--- config.mk ---
export PLATFORM = sky130hd
export DESIGN_NAME = ncwu_front
export DESIGN_NICKNAME = d
export VERILOG_FILES = /design/src/hdl/ncwu_pkg.sv /design/src/hdl/ncwu_front.sv
export SDC_FILE = /design/constraint.sdc
export NUM_CORES = 1
export LEC_CHECK = 0
export BUFFER_PORTS_ARGS = -buffer_cell sky130_fd_sc_hd__buf_2
export CORE_MARGIN = 2
export CORE_UTILIZATION = 30
export CTS_BUF_LIST = sky130_fd_sc_hd__clkbuf_4 sky130_fd_sc_hd__clkbuf_8
export CTS_CLUSTER_SIZE = 25
export DETAILED_ROUTE_END_ITERATION = 16
export GPL_ROUTABILITY_DRIVEN = 0
export GPL_TIMING_DRIVEN = 1
export SYNTH_ARGS = -nofsm -noshare
export SYNTH_HDL_FRONTEND = slang
export SYNTH_SLANG_ARGS = --single-unit
--- constraint.sdc ---
create_clock -name clk -period 9.7 [get_ports clk]
set_input_delay 1.455 -clock clk [delete_from_list [all_inputs] [get_ports clk]]
set_output_delay 1.455 -clock clk [all_outputs]
set_load 0.1 [all_outputs]
--- src/hdl/ncwu_pkg.sv ---
// Package: shared types, constants and the log2 / exp2 tables for the weight update.
package ncwu_pkg;

  localparam int unsigned TabN    = 256;
  localparam int unsigned TabBits = $clog2(TabN);
  localparam logic [31:0] MinInit = 32'h7FFF_FFFF;
  localparam logic [33:0] One30   = 34'h0_4000_0000;

  typedef enum logic [1:0] {
    REG_WNS    = 2'd0,
    REG_DECAY  = 2'd1,
    REG_MAXW   = 2'd2,
    REG_DEGLIM = 2'd3
  } reg_idx_t;

  // One finished net handed from the pin front end to the math back end.
  typedef struct packed {
    logic [31:0] slack;
    logic [31:0] crit;
    logic [31:0] weight;
    logic [15:0] degree;
  } net_job_t;

  typedef struct packed {
    logic [31:0] min_slack;
    logic [31:0] new_criticality;
    logic [31:0] new_weight;
    logic        weight_clamped;
    logic        degree_skipped;
  } net_res_t;

  function automatic logic [63:0] isqrt64(input logic [63:0] n_in);
    logic [63:0] n, res, bit_v;
    n     = n_in;
    res   = '0;
    bit_v = 64'h1 << 62;
    for (int i = 0; i < 32; i++) begin
      if (bit_v > n) bit_v = bit_v >> 2;
    end
    for (int i = 0; i < 32; i++) begin
      if (bit_v != 0) begin
        if (n >= res + bit_v) begin
          n   = n - (res + bit_v);
          res = (res >> 1) + bit_v;
        end else begin
          res = res >> 1;
        end
        bit_v = bit_v >> 2;
      end
    end
    return res;
  endfunction

  function automatic logic [31:0] log_entry(input int unsigned i);
    logic [63:0] z, y, f;
    f = (64'(i) << 30) / 64'(TabN);
    z = 64'h4000_0000 + f;
    y = '0;
    if (z >= 64'h8000_0000) return 32'h4000_0000;
    for (int b = 29; b >= 0; b--) begin
      z = (z * z) >> 30;
      if (z >= 64'h8000_0000) begin
        z = z >> 1;
        y = y + (64'h1 << b);
      end
    end
    return y[31:0];
  endfunction

  function automatic logic [31:0] exp_entry(input int unsigned i);
    logic [63:0] roots [31];
    logic [63:0] f, p;
    if (i == TabN) return 32'h8000_0000;
    roots[0] = 64'h8000_0000;
    for (int k = 1; k <= 30; k++) roots[k] = isqrt64(roots[k-1] << 30);
    f = (64'(i) << 30) / 64'(TabN);
    p = 64'h4000_0000;
    for (int k = 1; k <= 30; k++) begin
      if (f[30-k]) p = (p * roots[k]) >> 30;
    end
    return p[31:0];
  endfunction

endpackage

--- src/hdl/ncwu_front.sv ---
// Front end: running minimum over pins, emits one job per net on the last pin.
module ncwu_front (
  input  logic               clk,
  input  logic               rst_n,
  input  logic               in_valid,
  output logic               in_ready,
  input  logic [31:0]        slack_rise,
  input  logic [31:0]        slack_fall,
  input  logic               pin_valid,
  input  logic               last_pin,
  input  logic [31:0]        old_crit,
  input  logic [31:0]        old_weight,
  input  logic [15:0]        degree,
  output logic               job_valid,
  input  logic               job_ready,
  output ncwu_pkg::net_job_t job
);
  import ncwu_pkg::*;

  logic [31:0] min_r, min_nxt;
  logic        job_valid_r;
  net_job_t    job_r;
  logic [31:0] pin_min, cur;
  logic        acc;

  assign in_ready  = !job_valid_r || job_ready;
  assign acc       = in_valid && in_ready;
  assign pin_min   = ($signed(slack_rise) < $signed(slack_fall)) ? slack_rise : slack_fall;
  assign cur       = (pin_valid && $signed(pin_min) < $signed(min_r)) ? pin_min : min_r;
  assign min_nxt   = last_pin ? MinInit : cur;
  assign job_valid = job_valid_r;
  assign job       = job_r;

  always_ff @(posedge clk) begin
    if (!rst_n) begin
      min_r       <= MinInit;
      job_valid_r <= 1'b0;
    end else begin
      job_valid_r <= (acc && last_pin) || (job_valid_r && !job_ready);
      if (acc) begin
        min_r <= min_nxt;
        if (last_pin) begin
          job_r <= '{slack: cur, crit: old_crit, weight: old_weight, degree: degree};
        end
      end
    end
  end
endmodule

### Word-level counts from Yosys, hierarchy flattened

Cells that the tools add are included.

* output and inout bits: 114
* flip-flop bits (word level): 145

* magnitude comparators: 2
* reductions and logical operators: 9
* muxes and demuxes: 3

Operators with widths (count)
* $mux W32: 3
* $lt A32 B32 Y1: 2
* $logic_and A1 B1 Y1: 4
* $reduce_and A3 Y1: 1
* $logic_not A1 Y1: 2
* $logic_or A1 B1 Y1: 2

### Logic depth before layout (Yosys ltp)

Gate-level depths: netlist of run 1.

* depth after elaboration: 6
* mapped depth: 22

### Worst setup path after synthesis of run 1

Ideal clock, no wire load.

* kind: in2reg
* from: in job_ready
* to: reg job_r, in the netlist job[0] (enable)
* stages on the path: 3
* path buffers: 0
* arrival time: 7.216 ns
* required time: 9.115 ns
* path slack: 1.899 ns
* library setup time: 0.585 ns
* path through: nand2b_1 > nand3_1 > nor2_1

* word-level cells in the longest chain between the ends: 3

RTL lines
* start: declaration: line ncwu_front.sv:15 `input logic job_ready,`
* $logic_or A1 B1 Y1: line ncwu_front.sv:26 `assign in_ready = !job_valid_r || job_ready;`
* $logic_and A1 B1 Y1: line ncwu_front.sv:27 `assign acc = in_valid && in_ready;`
* $reduce_and A3 Y1 (no line)
* end signal: assignment: line ncwu_front.sv:43 `job_r <= '{slack: cur, crit: old_crit, weight: old_weight, degree: degree};`
* end: declaration: line ncwu_front.sv:22 `net_job_t job_r;`

No other way between the ends.
A chain may end at the register's enable or synchronous reset.

### Worst setup path in the final report of run 1

* from: in slack_fall[2]
* to: reg min_r[9]

* word-level cells in the longest chain between the ends: 6

RTL lines
* start: declaration: line ncwu_front.sv:8 `input logic [31:0] slack_fall,`
* $lt A32 B32 Y1: line ncwu_front.sv:28 `assign pin_min = ($signed(slack_rise) < $signed(slack_fall)) ? slack_rise : slack_fall;`
* $mux W32 (*): line ncwu_front.sv:28
* $lt A32 B32 Y1: line ncwu_front.sv:29 `assign cur = (pin_valid && $signed(pin_min) < $signed(min_r)) ? pin_min : min_r;`
* $logic_and A1 B1 Y1: line ncwu_front.sv:29
* $mux W32 (*): line ncwu_front.sv:29
* $mux W32 (*): line ncwu_front.sv:30 `assign min_nxt = last_pin ? MinInit : cur;`
* end signal: assignment: line ncwu_front.sv:36 `min_r <= MinInit;`
* end signal: assignment: line ncwu_front.sv:41 `min_r <= min_nxt;`
* end: declaration: line ncwu_front.sv:20 `logic [31:0] min_r, min_nxt;`

Mark *: on every way between the ends. The rest lies on a longest branch, timed or not.

==> summary.md, run 1 <==
| Metric | Value |
|---|---|
| Final worst slack | 2426 ps |
| Relative slew slack | 0.2545 |
| Hold buffers post-CTS | 0 |
| Row count | between 50 and 60 |
| Flop pwr share | 0.456 |
| Pint | 1.031 mW |
| Top post-synthesis cells by area | edfxtp_1 (46%), ha_1 (11%), dfxtp_1 (9.1%), mux2_4 (6.2%), mux2_2 (5.4%) |
| Buf/Inv on CP | 4 |
| Total wire length | approximately 18,000 um |
| Crit-path max FO | 25 |
| DR WL/cell | between 15 and 20 um |
| Clk pin slew, worst setup/hold paths | 90 ps |
| Comb power frac | 0.249 |
| GR Util met1 | 0.1740 |
| Final Util | 0.3933 |
| Post-Layout Inst Area | 9288 um^2 |
| Cts bufs inserted | 17 |
| Most frequent cell after synthesis | edfxtp_1 |
| Critical Path AT | about 7700 ps |
| Cells after Synth | 560 |
| Syn Area/Cell | ~13 um^2 |
| Synth top cells by count | edfxtp_1 (112), nor2_1 (70), inv_1 (63) |
| Total track usage | 0.1446 |
| CP Class | in2reg |
| Setup TNS | 0 ps |
| Sequential area share after synthesis | 0.5543 |
| Hold crit path type | reg2reg |
| Delay-heaviest family, CP | compound AO/OA/AOI/OAI gates |
| DRC | 0 |
| Crit-path slowest cell | o211a_2 |
| Insertion delay to the later sink of the worst-skew pair | 450 ps |
| Starting density of the core | 0.3074 |
| Run status | finished clean |
| Cts repair resizes | 0 |
| Post-CTS Setup Bufs | 0 |
| Crit-path cells | buf_2, inv_1, ha_1, a211o_1, a31oi_1, o311a_1, o21ai_0, a31oi_2, mux2i_4, buf_4, mux2_2, ha_1, a21oi_1, nor2b_1, o211ai_1, a211oi_1, a211o_1, or4_1, nor3_2, o211a_2, buf_4, mux2i_1 |
| Die W | ~160 um |
| Clock Skews | 14.59 ps |
| CP required | 10,070 ps |
| Grt met3 use | 0.04011 |
| Synth warn | 0 |
| DR pass1 iterations | 4 |
| Fmax | 137.5 MHz |
| Core ar. | 23,610 um^2 |
| Initial antenna violation count | 6 |
| Vias in the first global route | 5,100 |
| Die Span Y | 159.6 um |
| Netlist cell types | 41 |
| Sw Ratio | 0.3373 |
| Met2 Use GR | 0.2460 |
| DIE AREA | 25,460 um^2 |
| Via density | 4.361 |
| Initial drt markers | 279 |
| EDFF count, synth | ~110 |
| Clk root buf | clkbuf_8 |
| Gr busiest metal | met2 |
| Final slew viol count | 0 |
| Clock Path Buffers | 2 |
| Vias | approximately 5,100 |
| Clock Sinks | 145 |
| Fin. Hold Viols | 0 |
| I/O pin count | around 260 |
| Post-route ant nets | 0 |
| Pre-CTS WS | 1855 ps |
| Max-cap viol count | 0 |
| Clock power frac | 0.295 |
| Ys async rst share | 0 |
| CTS tree | yes |
| Synth top area share | 0.4633 |
| Pwr/cell area | between 150 and 200 nW/um^2 |
| Layout cells sized above 1 | 0.4419 |
| Fin Hold WS | 494.2 ps |
| Synthesized area | approximately 7300 um^2 |
| Worst-Margin Slew | 1114 ps |
| RSZ-0062 raised after global routing | false |
| DP HPWL | 14,190 um |
| Final Critical Period | 7274 ps |
| Area of the multi-input gates | between 2000 and 3000 um^2 |
| Register area | 4024 um^2 |
| Setup violators final | 0 |
| Final net count | 1,043 |
| Worst vdd ir | 0.06302 mV |
| H-Tree Depth | 4 |
| Crit end category | flop |
| Grt ovf | 0 |
| Seq cells post-synth | between 100 and 150 |
| Sw Pwr | between 0.5 and 0.6 mW |
| Area growth syn-to-layout | 27.94% |
| Filler cell count | 2,336 |
| DP Area | 8897 um^2 |
| Largest area contributor in the netlist | edfxtp_1 |
| First-pass GRT wire length | 28,240 um |
| Mapped Nets | 772 |
| I/O Buffers | 263 |
| Delay of the slowest critical-path stage | 840 ps |
| Final Cycle Share | 0.7499 |
| Prevailing post-synth register cell | edfxtp_1 |
| Pin count of the biggest net entering global routing | 63 |
| Crit path launch type | input port |
| Leakage power total | 4.364 nW |
[area by class of cell]
class | instances | area share
inverter | 63 | 0.02546
sequential | 145 | 0.4332
antenna | 5 | 0.001347
clock buffer | 17 | 0.02519
multi-input combinational | 336 | 0.3105
tap | 319 | 0.04297
timing repair buffer | 268 | 0.1458
clock inverter | 15 | 0.01549
[stage by stage]
step | total power, mW | std cells
finish | 1.556 | 1168
CTS | 1.585 | 1163
detailed placement | 1.115 | 1131
global route | 1.635 | 1166
floorplan | 1.029 | 560
global placement | 1.113 | 1131
[registers in the layout (all words and copies together), names as in the netlist]
signal	flops
min_r	32
job	112
job_valid	1
[power groups by stage]
stage / combinational, mW / sequential, mW / clock (mW)
floorplan: 0.196 / 0.834 / 0
global route: 0.419 / 0.713 / 0.503
finish: 0.387 / 0.710 / 0.459
detailed placement: 0.390 / 0.725 / 0
CTS: 0.393 / 0.711 / 0.482
global placement: 0.389 / 0.724 / 0
[path summary, 6_finish.rpt]
path,from,end,cells after the start,slack [ps]
setup / recovery,slack_fall[2],min_r[9],22,2430
hold / removal,min_r[31],min_r[31],2,490
setup reg to reg,min_r[25],min_r[9],12,5750
hold reg to reg,min_r[31],min_r[31],2,490
[layout by cell type, fill, tap and decap left out, types with 6 or more instances in the layout]
cell	n
mux2_2	35
nand4_1	8
inv_6	6
a21oi_1	19
a21o_1	12
buf_2	263
nand3_1	8
nand2_1	12
inv_1	63
o21ai_0	9
mux2i_1	33
ha_1	62
clkbuf_8	17
edfxtp_1	112
nor2_1	69
dfxtp_1	33
mux2_4	30
[logic make-up after synthesis]
| logic type | share of synthesized area |
|---|---|
| AO/OA/AOI/OAI | 0.04912 |
| adder cells (fa/ha/maj) | 0.1069 |
| buffers and inverters | 0.05222 |
| flip-flops | 0.5543 |
| multiplexers | 0.1632 |
| AND/OR/NAND/NOR | 0.07429 |
[routing by layer]
| layer | part of all wire | up-vias | wire length (um) |
|---|---|---|---|
| met4 | 0.018 | 2 | 327 |
| met1 | 0.43 | 2322 | 7958 |
| met3 | 0.061 | 17 | 1123 |
| met2 | 0.49 | 182 | 9045 |
| met5 | 0.00070 | - | 13 |
| li1 | - | 2571 | - |
[worst min-delay path: cells and delay by family (launching register included)]
family / cells / cell delay (ps)
DFF: 1 / 330
muxes: 1 / 50
and+or+nand+nor: 1 / 60
(Power assumes the default switching activity.)
==> run 2, diff against run 1 <==
Clock period 9.7 ns to 6.1 ns, I/O delays scaled along.
==> summary.md, run 2 (synthesized netlist as in run 1, its figures left out) <==
| Metric | Value |
|---|---|
| Run status | finished clean |
| Fin. Hold Viols | 0 |
| Total track usage | 0.1451 |
| Worst-Margin Slew | 1160 ps |
| Area growth syn-to-layout | 29.35% |
| Initial drt markers | 238 |
| Fmax | 175.1 MHz |
| Cts bufs inserted | 17 |
| CP required | 6300 ps |
| Clk root buf | clkbuf_8 |
| Vias in the first global route | between 5,000 and 6,000 |
| Hold crit path type | reg2reg |
| Crit path launch type | input port |
| Final Util | 0.3977 |
| Most frequent cells in the layout | buf_2 (263), edfxtp_1 (112), nor2_1 (69) |
| Relative slew slack | 0.2236 |
| Max reg flops | 112 |
| Grt ovf | 0 |
| Worst vdd ir | 0.1247 mV |
| Final Cycle Share | 0.9360 |
| Final slew viol count | 0 |
| DP HPWL | 14,390 um |
| Clock Skews | a little under 20 ps |
| Post-route ant nets | 0 |
| Die Span Y | 159.6 um |
| DR pass1 iterations | 4 |
| Leakage power total | between 4 and 5 nW |
| Setup violators final | 0 |
| Layout cells sized above 1 | 0.4496 |
| Cells after DPL | about 1,100 |
| Worst reg2reg setup slack | 2790 ps |
| Final Non-Filler Cells | 1,176 |
| Die W | 159.6 um |
| Max-cap viol count | 0 |
| RSZ-0062 raised after global routing | false |
| Clock Sinks | roughly 150 |
| Uppermost routed layer | met4 |
| Post-CTS Setup Bufs | 0 |
| Core ar. | 23,610 um^2 |
| Starting density of the core | 0.3074 |
| CP Class | in2reg |
| Critical Path AT | between 5000 and 6000 ps |
| Initial antenna violation count | 4 |
| Cts repair resizes | 0 |
| I/O pin count | 264 |
| Pin count of the biggest net entering global routing | 63 |
| I/O Buffers | 263 |
| Crit end category | flop |
| DRC | 0 |
| Setup TNS | 0 ps |
| Final net count | 1,053 |
| Met1 wire length | 7891 um |
| First-pass GRT wire length | between 20,000 and 30,000 um |
| Hold buffers post-CTS | 0 |
| DR WL/cell | 15.88 um |
| Total wire length | 18,680 um |
| Clk pin slew, worst setup/hold paths | 90 ps |
| Commonest non-fill, non-tap cell in the layout | buf_2 |
| Row count | 56 |
| H-Tree Depth | 4 |
| Crit-path max FO | 24 |
| DIE AREA | around 25,000 um^2 |
| Met3 wire len | 1012 um |
| Via density | 4.355 |
| Vias | just over 5,000 |
| Pwr/cell area | 266.4 nW/um^2 |
| Final Critical Period | 5710 ps |
| Clock Path Buffers | 2 |
| Insertion delay to the later sink of the worst-skew pair | 450 ps |
| CTS tree | yes |
| Met2 WL | 9368 um |
-- run 2: routing by layer --
layer	global-route usage	vias up
li1	-	2578
met4	0.07149	0
met3	0.03543	25
met2	0.2523	178
met1	0.1667	2341
met5	0	-
-- run 2: worst paths after layout --
path / end / depth (start not counted) / startpoint
worst max-delay path: job[103] / 22 / slack_fall[2]
worst min-delay path: min_r[31] / 2 / min_r[31]
worst max register to register: job[103] / 12 / min_r[25]
worst min register to register: min_r[31] / 2 / min_r[31]
-- run 2: final cells by class --
| type | count | area [um^2] |
|---|---|---|
| fillers | 2307 | 14220 |
| flip-flops and latches | 145 | 4024 |
| multi-input cells | 336 | 2884 |
| repair buffers | 278 | 1454 |
| well taps | 319 | 399.1 |
| clock buffers | 18 | 241.5 |
| inverters | 63 | 236.5 |
| clock inverters | 14 | 143.9 |
| diodes | 3 | 7.507 |
-- run 2: worst max-delay path: stages --
cell	delay (ps)
buf_2	90
inv_1	40
ha_1	280
a211o_1	290
a31oi_1	140
o311a_1	180
o21ai_0	210
a31oi_2	350
mux2i_4	330
buf_4	190
mux2_2	360
ha_1	180
a21o_1	150
a21o_1	170
a211oi_2	220
o21ai_1	120
a211o_1	300
or4_1	550
nor3_2	220
nor2_4	60
buf_12	180
mux2_4	320
-- run 2: report_power, final --
part / internal, mW / total, mW / switching [mW]
clock: 0.309 / 0.736 / 0.427
combinational: 0.240 / 0.634 / 0.394
sequential: 1.11 / 1.13 / 0.0166
total: 1.66 / 2.50 / 0.838
-- run 2: through the flow --
step                setup slack (ps)  hold slack [ps]  area, um^2  power, mW
finish                         390.4            508.5        9390      2.501
global route                   6.898            556.3        9390      2.621
CTS                            326.9            504.5        9383      2.538
floorplan                      307.5            456.0        7262      1.635
global placement              -36.50            480.7        8997      1.788
detailed placement            -142.6            490.5        8997      1.794
