==> config.mk <==
export PLATFORM = sky130hd
export DESIGN_NAME = ncwu_fifo
export DESIGN_NICKNAME = d
export VERILOG_FILES = /design/src/hdl/ncwu_pkg.sv /design/src/hdl/ncwu_fifo.sv
export SDC_FILE = /design/constraint.sdc
export NUM_CORES = 1
export LEC_CHECK = 0
export BUFFER_PORTS_ARGS = -buffer_cell sky130_fd_sc_hd__buf_2
export CORE_MARGIN = 10
export CORE_UTILIZATION = 55
export CTS_CLUSTER_DIAMETER = 150
export DETAILED_ROUTE_END_ITERATION = 10
export GPL_ROUTABILITY_DRIVEN = 0
export PLACE_DENSITY = 0.87
export SLEW_MARGIN = 20
export SYNTH_ARGS = -nofsm -noshare
export SYNTH_HDL_FRONTEND = slang
export SYNTH_SLANG_ARGS = --single-unit
export TNS_END_PERCENT = 1
==> constraint.sdc <==
create_clock -name clk -period 10.5 [get_ports clk]
set_input_delay 1.575 -clock clk [delete_from_list [all_inputs] [get_ports clk]]
set_output_delay 1.575 -clock clk [all_outputs]
set_load 0.02 [all_outputs]
==> src/hdl/ncwu_pkg.sv <==
// Package: shared types, constants and the log2 / exp2 tables for the weight update.
package ncwu_pkg;

  localparam int unsigned TabN    = 256;
  localparam int unsigned TabBits = $clog2(TabN);
  localparam logic [31:0] MinInit = 32'h7FFF_FFFF;
  localparam logic [33:0] One30   = 34'h0_4000_0000;

  typedef enum logic [1:0] {
    REG_WNS    = 2'd0,
    REG_DECAY  = 2'd1,
    REG_MAXW   = 2'd2,
    REG_DEGLIM = 2'd3
  } reg_idx_t;

  // One finished net handed from the pin front end to the math back end.
  typedef struct packed {
    logic [31:0] slack;
    logic [31:0] crit;
    logic [31:0] weight;
    logic [15:0] degree;
  } net_job_t;

  typedef struct packed {
    logic [31:0] min_slack;
    logic [31:0] new_criticality;
    logic [31:0] new_weight;
    logic        weight_clamped;
    logic        degree_skipped;
  } net_res_t;

  function automatic logic [63:0] isqrt64(input logic [63:0] n_in);
    logic [63:0] n, res, bit_v;
    n     = n_in;
    res   = '0;
    bit_v = 64'h1 << 62;
    for (int i = 0; i < 32; i++) begin
      if (bit_v > n) bit_v = bit_v >> 2;
    end
    for (int i = 0; i < 32; i++) begin
      if (bit_v != 0) begin
        if (n >= res + bit_v) begin
          n   = n - (res + bit_v);
          res = (res >> 1) + bit_v;
        end else begin
          res = res >> 1;
        end
        bit_v = bit_v >> 2;
      end
    end
    return res;
  endfunction

  function automatic logic [31:0] log_entry(input int unsigned i);
    logic [63:0] z, y, f;
    f = (64'(i) << 30) / 64'(TabN);
    z = 64'h4000_0000 + f;
    y = '0;
    if (z >= 64'h8000_0000) return 32'h4000_0000;
    for (int b = 29; b >= 0; b--) begin
      z = (z * z) >> 30;
      if (z >= 64'h8000_0000) begin
        z = z >> 1;
        y = y + (64'h1 << b);
      end
    end
    return y[31:0];
  endfunction

  function automatic logic [31:0] exp_entry(input int unsigned i);
    logic [63:0] roots [31];
    logic [63:0] f, p;
    if (i == TabN) return 32'h8000_0000;
    roots[0] = 64'h8000_0000;
    for (int k = 1; k <= 30; k++) roots[k] = isqrt64(roots[k-1] << 30);
    f = (64'(i) << 30) / 64'(TabN);
    p = 64'h4000_0000;
    for (int k = 1; k <= 30; k++) begin
      if (f[30-k]) p = (p * roots[k]) >> 30;
    end
    return p[31:0];
  endfunction

endpackage

==> src/hdl/ncwu_fifo.sv <==
// Short job queue between front and back end.
module ncwu_fifo (
  input  logic               clk,
  input  logic               rst_n,
  input  logic               wr_valid,
  output logic               wr_ready,
  input  ncwu_pkg::net_job_t wr_data,
  output logic               rd_valid,
  input  logic               rd_ready,
  output ncwu_pkg::net_job_t rd_data
);
  import ncwu_pkg::*;

  net_job_t    mem_r [2];
  logic        wp_r, rp_r;
  logic [1:0]  cnt_r;
  logic        wr, rd;

  assign wr_ready = cnt_r != 2'd2;
  assign rd_valid = cnt_r != 2'd0;
  assign rd_data  = mem_r[rp_r];
  assign wr       = wr_valid && wr_ready;
  assign rd       = rd_valid && rd_ready;

  always_ff @(posedge clk) begin
    if (wr) mem_r[wp_r] <= wr_data;
    if (!rst_n) begin
      wp_r  <= 1'b0;
      rp_r  <= 1'b0;
      cnt_r <= 2'd0;
    end else begin
      if (wr) wp_r <= !wp_r;
      if (rd) rp_r <= !rp_r;
      cnt_r <= cnt_r + 2'(wr) - 2'(rd);
    end
  end
endmodule

# == After elaboration in Yosys (flattened, before gate mapping) ==
# Memory sizes are Yosys's and may differ from the RTL's. A register that Yosys moved wholly into a read port is not among the register bits.
# Cells that the tools add are included.
# op_classes
n_addsub,2
shifts,0
mul,0
eq_ne,1
magnitude_cmp,0
bitwise,0
n_reduce_logical,5
muxes,4
div_mod_pow,0
# op_table
op,count
$mux W1,4
$add A2 B1 Y2,1
$logic_and A1 B1 Y1,2
$logic_not A1 Y1,2
$ne A2 B2 Y1 const B,1
$reduce_bool A2 Y1,1
$sub A2 B1 Y2,1
# totals
regBits,4
out_inout_bits,114
ram_bits,224
latch_bits,0
mem_bits_ro,0
n_memories,1
# mem_list
memory,depth,word_bits,rd,rd_clocked_by_memory_dff,write_ports,line,text
mem_r,2,112,1,1,1,ncwu_fifo.sv:14,net_job_t mem_r [2];

# == Logic depth before layout (Yosys ltp) ==
# Gate-level depths: netlist (run 1).
# depth
ltp_word,4
depth_mapped,6
depth_no_buf,6

# == Worst setup path after synthesis (run 1) ==
# OpenSTA, ideal clock, no wires.
# synth_timing
path_type,input-to-reg
startpoint,input port wr_valid
endpoint,memory mem_r[1][0] in the netlist's numbering (enable)
setup_time_ns,0.485
cell_stages,1
n_path_buf,0
setup_slack_ns,5.804
arrival_ns,4.211
path_cell_list,and3_1
# synth_between
elab_chain_len,3
# synth_rtl
item,line,text
"start, declared",ncwu_fifo.sv:5,"input logic wr_valid,"
$logic_and A1 B1 Y1,ncwu_fifo.sv:22,assign wr = wr_valid && wr_ready;
$mux W1,ncwu_fifo.sv:26,if (wr) mem_r[wp_r] <= wr_data;
$mux W1 (implied by the code),ncwu_fifo.sv:26,
"end, declared",ncwu_fifo.sv:14,
# No other way between the ends.

==> metrics.md, run 1 <==
| Metric | Value |
|---|---|
| Run status | completed |
| Largest net degree at the start of global routing | 87 |
| Minimum clock period | 4.29 ns |
| Max Cap Viol | 0 |
| DR vias | 4384 |
| CP Launch Type | flop |
| Post-synth top flop | edfxtp_1 |
| Clock root buffer | clkbuf_16 |
| Final std cells w/o fill | 828 |
| Max Clock Skew | 0.0114 ns |
| Post-route ant nets | 0 |
| Multi-input gate area | 1420 µm² |
| Hold buffer count at cts | 0 |
| Leakage | 3.92 nW |
| Async set or reset register ratio after synthesis | 0% |
| Post-cts repair resize count | 0 |
| Post-route setup TNS | 0 ns |
| Grt ovf | 0 |
| First-pass DRT Iterations | 5 |
| Filler cells | 958 |
| First-pass GRT wire length | 26.2 mm |
| Sinks on Clock Net | 229 |
| Post-Syn Area | 8360 µm² |
| Final Cycle Share | 40.9% |
| Cell Rows | 45 |
| Slew @ Worst Pin | 1.03 ns |
| Slew Limit Fails | 0 |
| RR Endpoint | mem_r[1][105] |
| Sequential cell area | 6830 µm² |
| Clock transition at the registers of the reported paths | 0.05 ns |
| NetSw | 0.000675 W |
| Clock buffers created by TritonCTS | 23 |
| Final hold vios | 0 |
| Mapped Cells | 378 |
| Pint | 0.00183 W |
| Vias/cell | 5.29 |
| Simple-gate area share of the yosys netlist | 1.05% |
| HP Class | flop to flop |
| Top cell type by total area after synthesis | edfxtp_1 |
| Max-slew headroom | 31.4% |
| Ranking of synthesized cells by area | edfxtp_1 80%, mux2_2 15%, dfxtp_1 1.2% |
| Mapped Nets | 495 |
| Fmax achieved | 0.233 GHz |
| Multiplexer area fraction after synthesis | 15.1% |
| CTS tree | built |
| FF+latch count, synth | 229 |
| Share of layout cells above drive strength 1 | 60.2% |
| Part of the power in registers | 46.1% |
| Met3 global-route usage | 6.17% |
| Setup violators final | 0 |
| Initial antenna violation count | 3 |
| Adder-Cell Fraction of Synth Area | 0.150% |
| Hold Crit Depth | 2 |
| DRT iter0 DRCs | 297 |
| Synth warn | 0 |
| Combinational power share | 21.0% |
| Synth Area in XOR/XNOR | 0.105% |
| Placed Area | 9660 µm² |
| Synth top area share | 80.5% |
| CTS H-tree depth | 1 |
| Clk network pwr share | 32.9% |
| Final net count | 740 |
| Switching Fraction | 27.0% |
| Area grow syn2layout | 24.9% |
| CTS Buffer Depth | 3 |
| Port bufs | 229 |
| Peak supply drop | 209 µV |
| Grt met2 use | 28.6% |
| Die Width | 143 µm |
| Design Area, Final | 10400 µm² |
| R2R setup slack | 7.97 ns |
| Element type at the critical path end | output port |
| EDFF count, synth | 224 |
| Busiest grt layer | met2 |
| Vias in the first global route | 4860 |
| Starting density of the core | 55.6% |
| RSZ-0062 raised after global routing | no |
| Detail Placement HPWL | 11.9 mm |
| WHS Endpoint | rp_r |
| Hold Crit Start | rp_r |
| Crit path DAT | 2.72 ns |
| FF-to-FF path depth | 3 |
| DR WL/cell | 21.2 µm |
| I/O pin count | 230 |
| Worst Path Required | 8.93 ns |
| Overall routed net length | 17.5 mm |
| Post-Place Setup Slack | 6.69 ns |
| Placed insts | 786 |
| GR Util met1 | 18.4% |
| Core ar. | 15000 µm² |
| Ant. Diodes | 0 |
| Post-CTS Setup Inserts | 0 |
| Syn Area/Cell | 22.1 µm² |
| Largest family of logic cells by synthesized area | multiplexers |
| Clock insertion delay at the later pin of the skew report | 0.50 ns |
| Seq/Total Area, Yosys | 81.7% |
| Total global-route track usage | 16.4% |
| Die Area | 20500 µm² |
| Synth Area in Compound Gates | 0.524% |
| Unique masters post-synth | 25 |
| Worst setup margin | 6.21 ns |
| Critical R2R Launch | cnt_r[0] |
| Die Y | 143 µm |
| Crit-path max FO | 63 |
| Power Density | 240 nW/µm² |
| Post-route DRC | 0 |
| Worst Path Class, Setup | flop to output port |
Yosys cell counts, drive strengths merged, types with 2 or more instances:
master and n:
edfxtp 224, mux2 112, buf 12, dfxtp 5, nor2 4, and3 2
inv 2, o21ai 2
worst max-delay path, cell delays in order, from the launching register on:
cell,delay [ns]
dfxtp_4,0.77
buf_4,0.73
mux2_2,0.44
buf_2,0.17
state kept, by name (all words and copies together), names as in the netlist, named ones only:
name	flops
mem_r	224
cnt_r	2
wp_r	1
rp_r	1
cell families after synthesis:
family | after synthesis
simple gates | 15
buf+inv | 14
compound gates | 6
fa+ha+maj | 1
mux | 112
flops | 229
xor+xnor | 1
metrics by stage:
step | total power (W) | utilization, % | hold slack, ns
after floorplan | 0.00154 | - | 0.472
after global routing | 0.00261 | 69.5 | 0.554
after detailed placement | 0.00171 | 64.3 | 0.496
final | 0.00250 | 69.5 | 0.509
after CTS | 0.00254 | 69.4 | 0.517
after global placement | 0.00169 | 64.3 | 0.481
per-layer routing:
layer | up-vias | wire (µm)
met4 | 4 | 356
met1 | 2162 | 6470
met3 | 32 | 1750
met2 | 184 | 8940
li1 | 2002 | -
met5 | - | 21
placed cells by master, fill, tap and decap left out, types with 2 or more instances in the layout:
master and n:
clkinv_2 4, clkbuf_16 23, nor2_1 4, buf_4 2, edfxtp_1 224, clkbuf_1 5
mux2_2 112, o21ai_0 2, clkbuf_8 4, clkinv_1 2, dfxtp_1 4, buf_2 229
bufinv_16 3
how the worst max path moves through the flow:
stage,cells past startpoint,start,end,slack [ns]
2_1_floorplan,1,wr_valid,mem_r[1][0],5.80
3_3_place_gp,3,flop,rd_data[99],6.74
3_5_place_dp,3,flop,rd_data[99],6.69
4_1_cts,3,flop,rd_data[99],6.16
5_1_grt,3,flop,rd_data[87],6.07
6_report,3,flop,rd_data[87],6.21
power by group through the flow:
stage	sequential [W]	clock (W)	combinational, W
2_1_floorplan	0.00115	0	0.000386
3_3_place_gp	0.00117	0	0.000521
3_5_place_dp	0.00118	0	0.000530
4_1_cts	0.00116	0.000844	0.000534
5_1_grt	0.00116	0.000884	0.000558
6_report	0.00115	0.000824	0.000524
area by class of cell:
cell class                 count  area share [%]
clock buffer                  32            6.22
clock inverter                10            1.21
inverter                       2          0.0959
multi-input combinational    135            13.6
sequential                   229            65.4
tap                          188            2.25
timing repair buffer         232            11.2
Power figures use the tool's default switching activity.
==> run 2: changes to the inputs <==
--- a/config.mk
+++ b/config.mk
@@ -5,13 +5,14 @@
 export SDC_FILE = /design/constraint.sdc
 export NUM_CORES = 1
 export LEC_CHECK = 0
+export ABC_AREA = 1
 export BUFFER_PORTS_ARGS = -buffer_cell sky130_fd_sc_hd__buf_2
 export CORE_MARGIN = 10
-export CORE_UTILIZATION = 55
+export CORE_UTILIZATION = 47
 export CTS_CLUSTER_DIAMETER = 150
 export DETAILED_ROUTE_END_ITERATION = 10
 export GPL_ROUTABILITY_DRIVEN = 0
-export PLACE_DENSITY = 0.87
+export PLACE_DENSITY = 0.8
 export SLEW_MARGIN = 20
 export SYNTH_ARGS = -nofsm -noshare
 export SYNTH_HDL_FRONTEND = slang
==> constraint.sdc (replaced) <==
create_clock -name clk -period 3.5 [get_ports clk]
set_input_delay 0.525 -clock clk [delete_from_list [all_inputs] [get_ports clk]]
set_output_delay 0.525 -clock clk [all_outputs]
set_load 0.02 [all_outputs]
==> metrics.md, run 2 <==
| Metric | Value |
|---|---|
| Met2 WL | 8.52 mm |
| Core ar. | 17400 µm² |
| Overall routed net length | 17.2 mm |
| Max Cap Viol | 0 |
| CTS H-tree depth | 1 |
| Max-slew headroom | 45.9% |
| Highest Signal Layer | met5 |
| Setup violators final | 0 |
| Share of layout cells above drive strength 1 | 58.6% |
| CP Cell Sequence | buf_4 > mux2_2 > buf_2 |
| Biggest register | mem_r |
| Peak supply drop | 494 µV |
| Async set or reset register ratio after synthesis | 0% |
| Sinks on Clock Net | 229 |
| Area grow syn2layout | 24.7% |
| Post-cts repair resize count | 0 |
| RR Endpoint | mem_r[1][59] |
| Critical R2R Launch | cnt_r[0] |
| Synth warn | 0 |
| Ranking of synthesized cells by area | edfxtp_1 81%, mux2_2 15%, dfxtp_1 1.2% |
| Vias/cell | 4.97 |
| CTS tree | built |
| CP delay by family, top | flip-flops |
| Clock transition at the registers of the reported paths | 0.06 ns |
| Die Width | 153 µm |
| Die Y | 153 µm |
| Syn Area/Cell | 21.7 µm² |
| Crit-path max FO | 42 |
| CP Launch Type | flop |
| First-pass GRT wire length | 25.6 mm |
| Filler cells | 1335 |
| Crit path DAT | 2.22 ns |
| Largest net degree at the start of global routing | 62 |
| I/O pin count | 230 |
| Max Clock Skew | 0.00683 ns |
| Starting density of the core | 48.0% |
| Worst Path Class, Setup | flop to output port |
| Power Density | 746 nW/µm² |
| DR vias | 4352 |
| Mapped Nets | 501 |
| Post-route ant nets | 0 |
| Worst Path Buf+Inv | 2 |
| Grt ovf | 0 |
| Top Registers | mem_r x224, cnt_r x2 |
| Clock insertion delay at the later pin of the skew report | 0.49 ns |
| Crit path largest cell delay | 0.72 ns |
| Top post-synthesis cells by count | 224 x edfxtp_1, 112 x mux2_2, 11 x nand2_1 |
| Most numerous cell in the Yosys netlist | edfxtp_1 |
| Top cell type by total area after synthesis | edfxtp_1 |
| FF-to-FF path depth | 5 |
| Vias in the first global route | 4727 |
| Run status | completed |
| Placed Area | 9720 µm² |
| First-pass DRT Iterations | 4 |
| Post-CTS Setup Inserts | 0 |
| Element type at the critical path end | output port |
| Synth top area share | 80.7% |
| EDFF count, synth | 224 |
| Post-synth top flop | edfxtp_1 |
| Clock buffers created by TritonCTS | 23 |
| Design Area, Final | 10400 µm² |
| Fmax achieved | 0.365 GHz |
| Final std cells w/o fill | 876 |
| DR WL/cell | 19.6 µm |
| DRT iter0 DRCs | 207 |
| Slew @ Worst Pin | 0.812 ns |
| Slew Limit Fails | 0 |
| Most common cell after layout, fill and taps aside | buf_2 |
| Die Area | 23500 µm² |
| Minimum clock period | 2.74 ns |
| Leakage | 3.89 nW |
| Worst Path Required | 2.97 ns |
| Final hold vios | 0 |
| Clock root buffer | clkbuf_16 |
| Detail Placement HPWL | 12.1 mm |
| Unique masters post-synth | 13 |
| R2R setup slack | 1.59 ns |
| Final net count | 749 |
| M1 wire length | 6.60 mm |
| Placed insts | 832 |
| Post-Syn Area | 8330 µm² |
| Post-route setup TNS | 0 ns |
| Max reg flops | 224 |
| Seq/Total Area, Yosys | 81.9% |
| Most frequent cells in the layout | 229 x buf_2, 224 x edfxtp_1, 112 x mux2_2 |
| HP Class | input pin to flop |
| Hold buffer count at cts | 0 |
| Mapped Cells | 384 |
| Critical path depth | 3 |
| Total global-route track usage | 13.6% |
| CTS Buffer Depth | 3 |
| Critical Path Slowest Stage Cell | dfxtp_4 |
| FF+latch count, synth | 229 |
| Crit path capture | rd_data[41] |
| WL met3 | 1.57 mm |
| Post-route DRC | 0 |
| Cell Rows | 48 |
| Port bufs | 229 |
| Initial antenna violation count | 5 |
| RSZ-0062 raised after global routing | no |
| Final Cycle Share | 78.3% |
-- run 2: changes by cell type in the layout (fill, tap and decap cells not counted), sizes merged, moves of 3 or more --
cell and change:
nand2 +11, nor2 +5, diode +4, buf +3, bufinv -3, inv +4
-- run 2: layout make-up --
type | instances | area, µm² | area share (%)
antenna | 4 | 10.0 | 0.0963
clock buffer | 33 | 623 | 5.99
clock inverter | 7 | 36.3 | 0.349
inverter | 7 | 26.3 | 0.253
multi-input combinational | 136 | 1380 | 13.3
sequential | 229 | 6830 | 65.7
tap | 225 | 282 | 2.71
timing repair buffer | 235 | 1200 | 11.6
-- run 2: power breakdown --
part / internal (W) / total (W) / switching, W
Clock: 0.00123 / 0.00213 / 0.000896
Combinational: 0.000767 / 0.00199 / 0.00123
Sequential: 0.00348 / 0.00363 / 0.000148
-- run 2: logic make-up after synthesis --
family | count (synthesis) | share of synthesized area [%]
AND/OR/NAND/NOR | 21 | 0.961
AO/OA/AOI/OAI | 1 | 0.0600
buffers and inverters | 19 | 1.67
flip-flops | 229 | 81.9
adder cells (fa/ha/maj) | 1 | 0.150
multiplexers | 112 | 15.1
XOR/XNOR | 1 | 0.105
-- run 2: worst reg2reg max path, cell delays in order (launching register included) --
cell and delay (ns):
dfxtp_1 0.36, inv_1 0.06, nand2_1 0.06, nand2_1 0.21, nor2_4 0.15, buf_4 0.63
-- run 2: how the worst min path moves through the flow --
stage	start	endpoint	slack, ns	cells past startpoint
after global placement	rp_r	flop	0.48	2
after global routing	wr_data[28]	mem_r[1][28]	0.20	1
after detailed placement	rp_r	flop	0.50	2
after floorplan	rp_r	flop	0.47	2
final	wr_data[45]	mem_r[1][45]	0.22	1
after CTS	wr_data[40]	mem_r[0][40]	0.20	1
-- run 2: routing by layer --
metal | GRT usage (%) | vias to the layer above
li1 | - | 2007
met5 | 0 | -
met4 | 4.90 | 2
met3 | 4.99 | 43
met2 | 23.0 | 190
met1 | 15.4 | 2110
-- run 2: stage by stage --
step                setup WS, ns  total power (W)  hold slack [ns]  util [%]
floorplan                 -0.632          0.00506            0.467         -
global placement            1.32          0.00564            0.480      56.0
detailed placement          1.25          0.00572            0.500      56.0
CTS                        0.715          0.00787            0.201      59.8
global route               0.643          0.00813            0.199      59.9
finish                     0.760          0.00775            0.224      59.9
==> run 3: changes to the inputs <==
--- a/config.mk
+++ b/config.mk
@@ -8,11 +8,11 @@
 export ABC_AREA = 1
 export BUFFER_PORTS_ARGS = -buffer_cell sky130_fd_sc_hd__buf_2
 export CORE_MARGIN = 10
-export CORE_UTILIZATION = 47
+export CORE_UTILIZATION = 52
 export CTS_CLUSTER_DIAMETER = 150
 export DETAILED_ROUTE_END_ITERATION = 10
 export GPL_ROUTABILITY_DRIVEN = 0
-export PLACE_DENSITY = 0.8
+export PLACE_DENSITY = 0.83
 export SLEW_MARGIN = 20
 export SYNTH_ARGS = -nofsm -noshare
 export SYNTH_HDL_FRONTEND = slang
==> constraint.sdc (replaced) <==
create_clock -name clk -period 2.7 [get_ports clk]
set_input_delay 0.405 -clock clk [delete_from_list [all_inputs] [get_ports clk]]
set_output_delay 0.405 -clock clk [all_outputs]
set_load 0.02 [all_outputs]
==> metrics.md, run 3 (synthesized netlist as in run 2, its figures left out) <==
| Metric | Value |
|---|---|
| Post-route ant nets | 0 |
| Run status | completed |
| Critical R2R Launch | cnt_r[0] |
| Max Clock Skew | 0.0199 ns |
| DR vias | 4362 |
| Power Density | 985 nW/µm² |
| Peak supply drop | 684 µV |
| CP Launch Type | flop |
| R2R setup slack | 0.99 ns |
| Biggest register | mem_r |
| Post-route DRC | 0 |
| Post-CTS Setup Inserts | 0 |
| Die Y | 147 µm |
| Crit path largest cell delay | 0.56 ns |
| CTS tree | built |
| Tot Pwr | 0.0103 W |
| Die Area | 21500 µm² |
| Slew @ Worst Pin | 0.643 ns |
| Cell Rows | 46 |
| Most common cell after layout, fill and taps aside | buf_2 |
| Final Cycle Share | 88.6% |
| Post-cts repair resize count | 0 |
| Final net count | 749 |
| Crit path DAT | 1.99 ns |
| Clock buffers created by TritonCTS | 24 |
| Max-slew headroom | 57.1% |
| Hold Crit Depth | 1 |
| Detail Placement HPWL | 11.7 mm |
| Most frequent cells in the layout | 229 x buf_2, 224 x edfxtp_1, 112 x mux2_2 |
| Post-route setup TNS | 0 ns |
| Worst Path Class, Setup | flop to output port |
| Worst Path Required | 2.30 ns |
| DR WL/cell | 19.9 µm |
| Crit-path max FO | 53 |
| WHS Endpoint | mem_r[0][0] |
| Slew Limit Fails | 0 |
| Total global-route track usage | 15.2% |
| Clock transition at the registers of the reported paths | 0.06 ns |
| Hold Crit Start | wr_data[0] |
| RR Endpoint | mem_r[1][64] |
| CTS H-tree depth | 1 |
| Filler cells | 1089 |
| CTS Buffer Depth | 3 |
| Top Registers | mem_r x224, cnt_r x2 |
| Minimum clock period | 2.39 ns |
| Initial antenna violation count | 2 |
| Multi-input gate area | 1400 µm² |
| Critical Path Slowest Stage Cell | dfxtp_4 |
| Die Width | 147 µm |
| Vias in the first global route | 4773 |
| Port bufs | 229 |
| Sinks on Clock Net | 229 |
| FF-to-FF path depth | 5 |
| Vias/cell | 5.03 |
| Max Cap Viol | 0 |
| WHS | 0.0865 ns |
| Element type at the critical path end | output port |
| I/O pin count | 230 |
| Starting density of the core | 52.8% |
| First-pass GRT wire length | 26.3 mm |
| Setup violators final | 0 |
| Final hold vios | 0 |
| Area grow syn2layout | 25.9% |
| Share of layout cells above drive strength 1 | 58.8% |
| RSZ-0062 raised after global routing | no |
| Hold buffer count at cts | 0 |
| HP Class | input pin to flop |
| Worst Path Buf+Inv | 2 |
| Sequential cell area | 6830 µm² |
| First-pass DRT Iterations | 4 |
| Fmax achieved | 0.418 GHz |
| Overall routed net length | 17.2 mm |
| Leakage | 3.94 nW |
| Grt ovf | 0 |
| DRT iter0 DRCs | 176 |
| Core ar. | 15800 µm² |
| Max reg flops | 224 |
| Largest net degree at the start of global routing | 114 |
| CP Cell Sequence | buf_12 > mux2_2 > buf_2 |
| CP delay by family, top | flip-flops |
| Clock insertion delay at the later pin of the skew report | 0.50 ns |
| Clock root buffer | clkbuf_16 |
## run 3: cell types whose count changed in the layout (fill, tap and decap cells not counted), moves of 3 or more
cell / previous run / this run
clkbuf_1: 9 / 4
diode_2: 4 / 1
buf_12: 1 / 4
clkinv_1: 2 / 9
buf_4: 5 / 1
## run 3: power breakdown
group / total (W) / switching (W) / internal (W)
clock: 0.00300 / 0.00123 / 0.00178
combinational: 0.00266 / 0.00163 / 0.00103
sequential: 0.00468 / 0.000166 / 0.00451
total: 0.0103 / 0.00302 / 0.00732
## run 3: layout make-up
type / instances / area share (%)
Clock buffer: 29 / 6.10
Antenna cell: 1 / 0.0238
Tap cell: 216 / 2.58
Sequential cell: 229 / 65.1
Multi-Input combinational cell: 136 / 13.3
Inverter: 7 / 0.250
Clock inverter: 15 / 0.882
Timing Repair Buffer: 234 / 11.8
## run 3: worst max-delay path by stage
stage                    to  slack, ns  depth (start not counted)
2_1_floorplan   mem_r[1][0]      0.007                          4
3_3_place_gp   rd_data[106]       0.83                          3
3_5_place_dp   rd_data[106]       0.80                          3
4_1_cts        rd_data[106]       0.28                          3
5_1_grt        rd_data[106]       0.23                          3
6_report       rd_data[106]       0.31                          3
## run 3: stage by stage
step	area, µm²	std cells	util (%)	worst slack (ns)
3_5_place_dp	9760	822	61.9	0.804
2_1_floorplan	8360	384	-	0.00713
5_1_grt	10500	866	66.5	0.228
6_report	10500	867	66.5	0.308
3_3_place_gp	9760	822	61.9	0.828
4_1_cts	10500	866	66.5	0.281
## run 3: routing by layer
| metal | vias up | part of all wire, % | track usage [%] |
|---|---|---|---|
| li1 | 2005 | - | - |
| met1 | 2146 | 38 | 17.5 |
| met2 | 176 | 52 | 26.8 |
| met3 | 31 | 7.8 | 5.32 |
| met4 | 4 | 1.6 | 3.25 |
| met5 | - | 0.16 | 0 |
## run 3: worst reg2reg max path: cells and delay by family (launching register included)
family / cells / cell delay, ns
DFF: 1 / 0.37
and+or+nand+nor: 3 / 0.29
buffers and inverters: 2 / 0.56
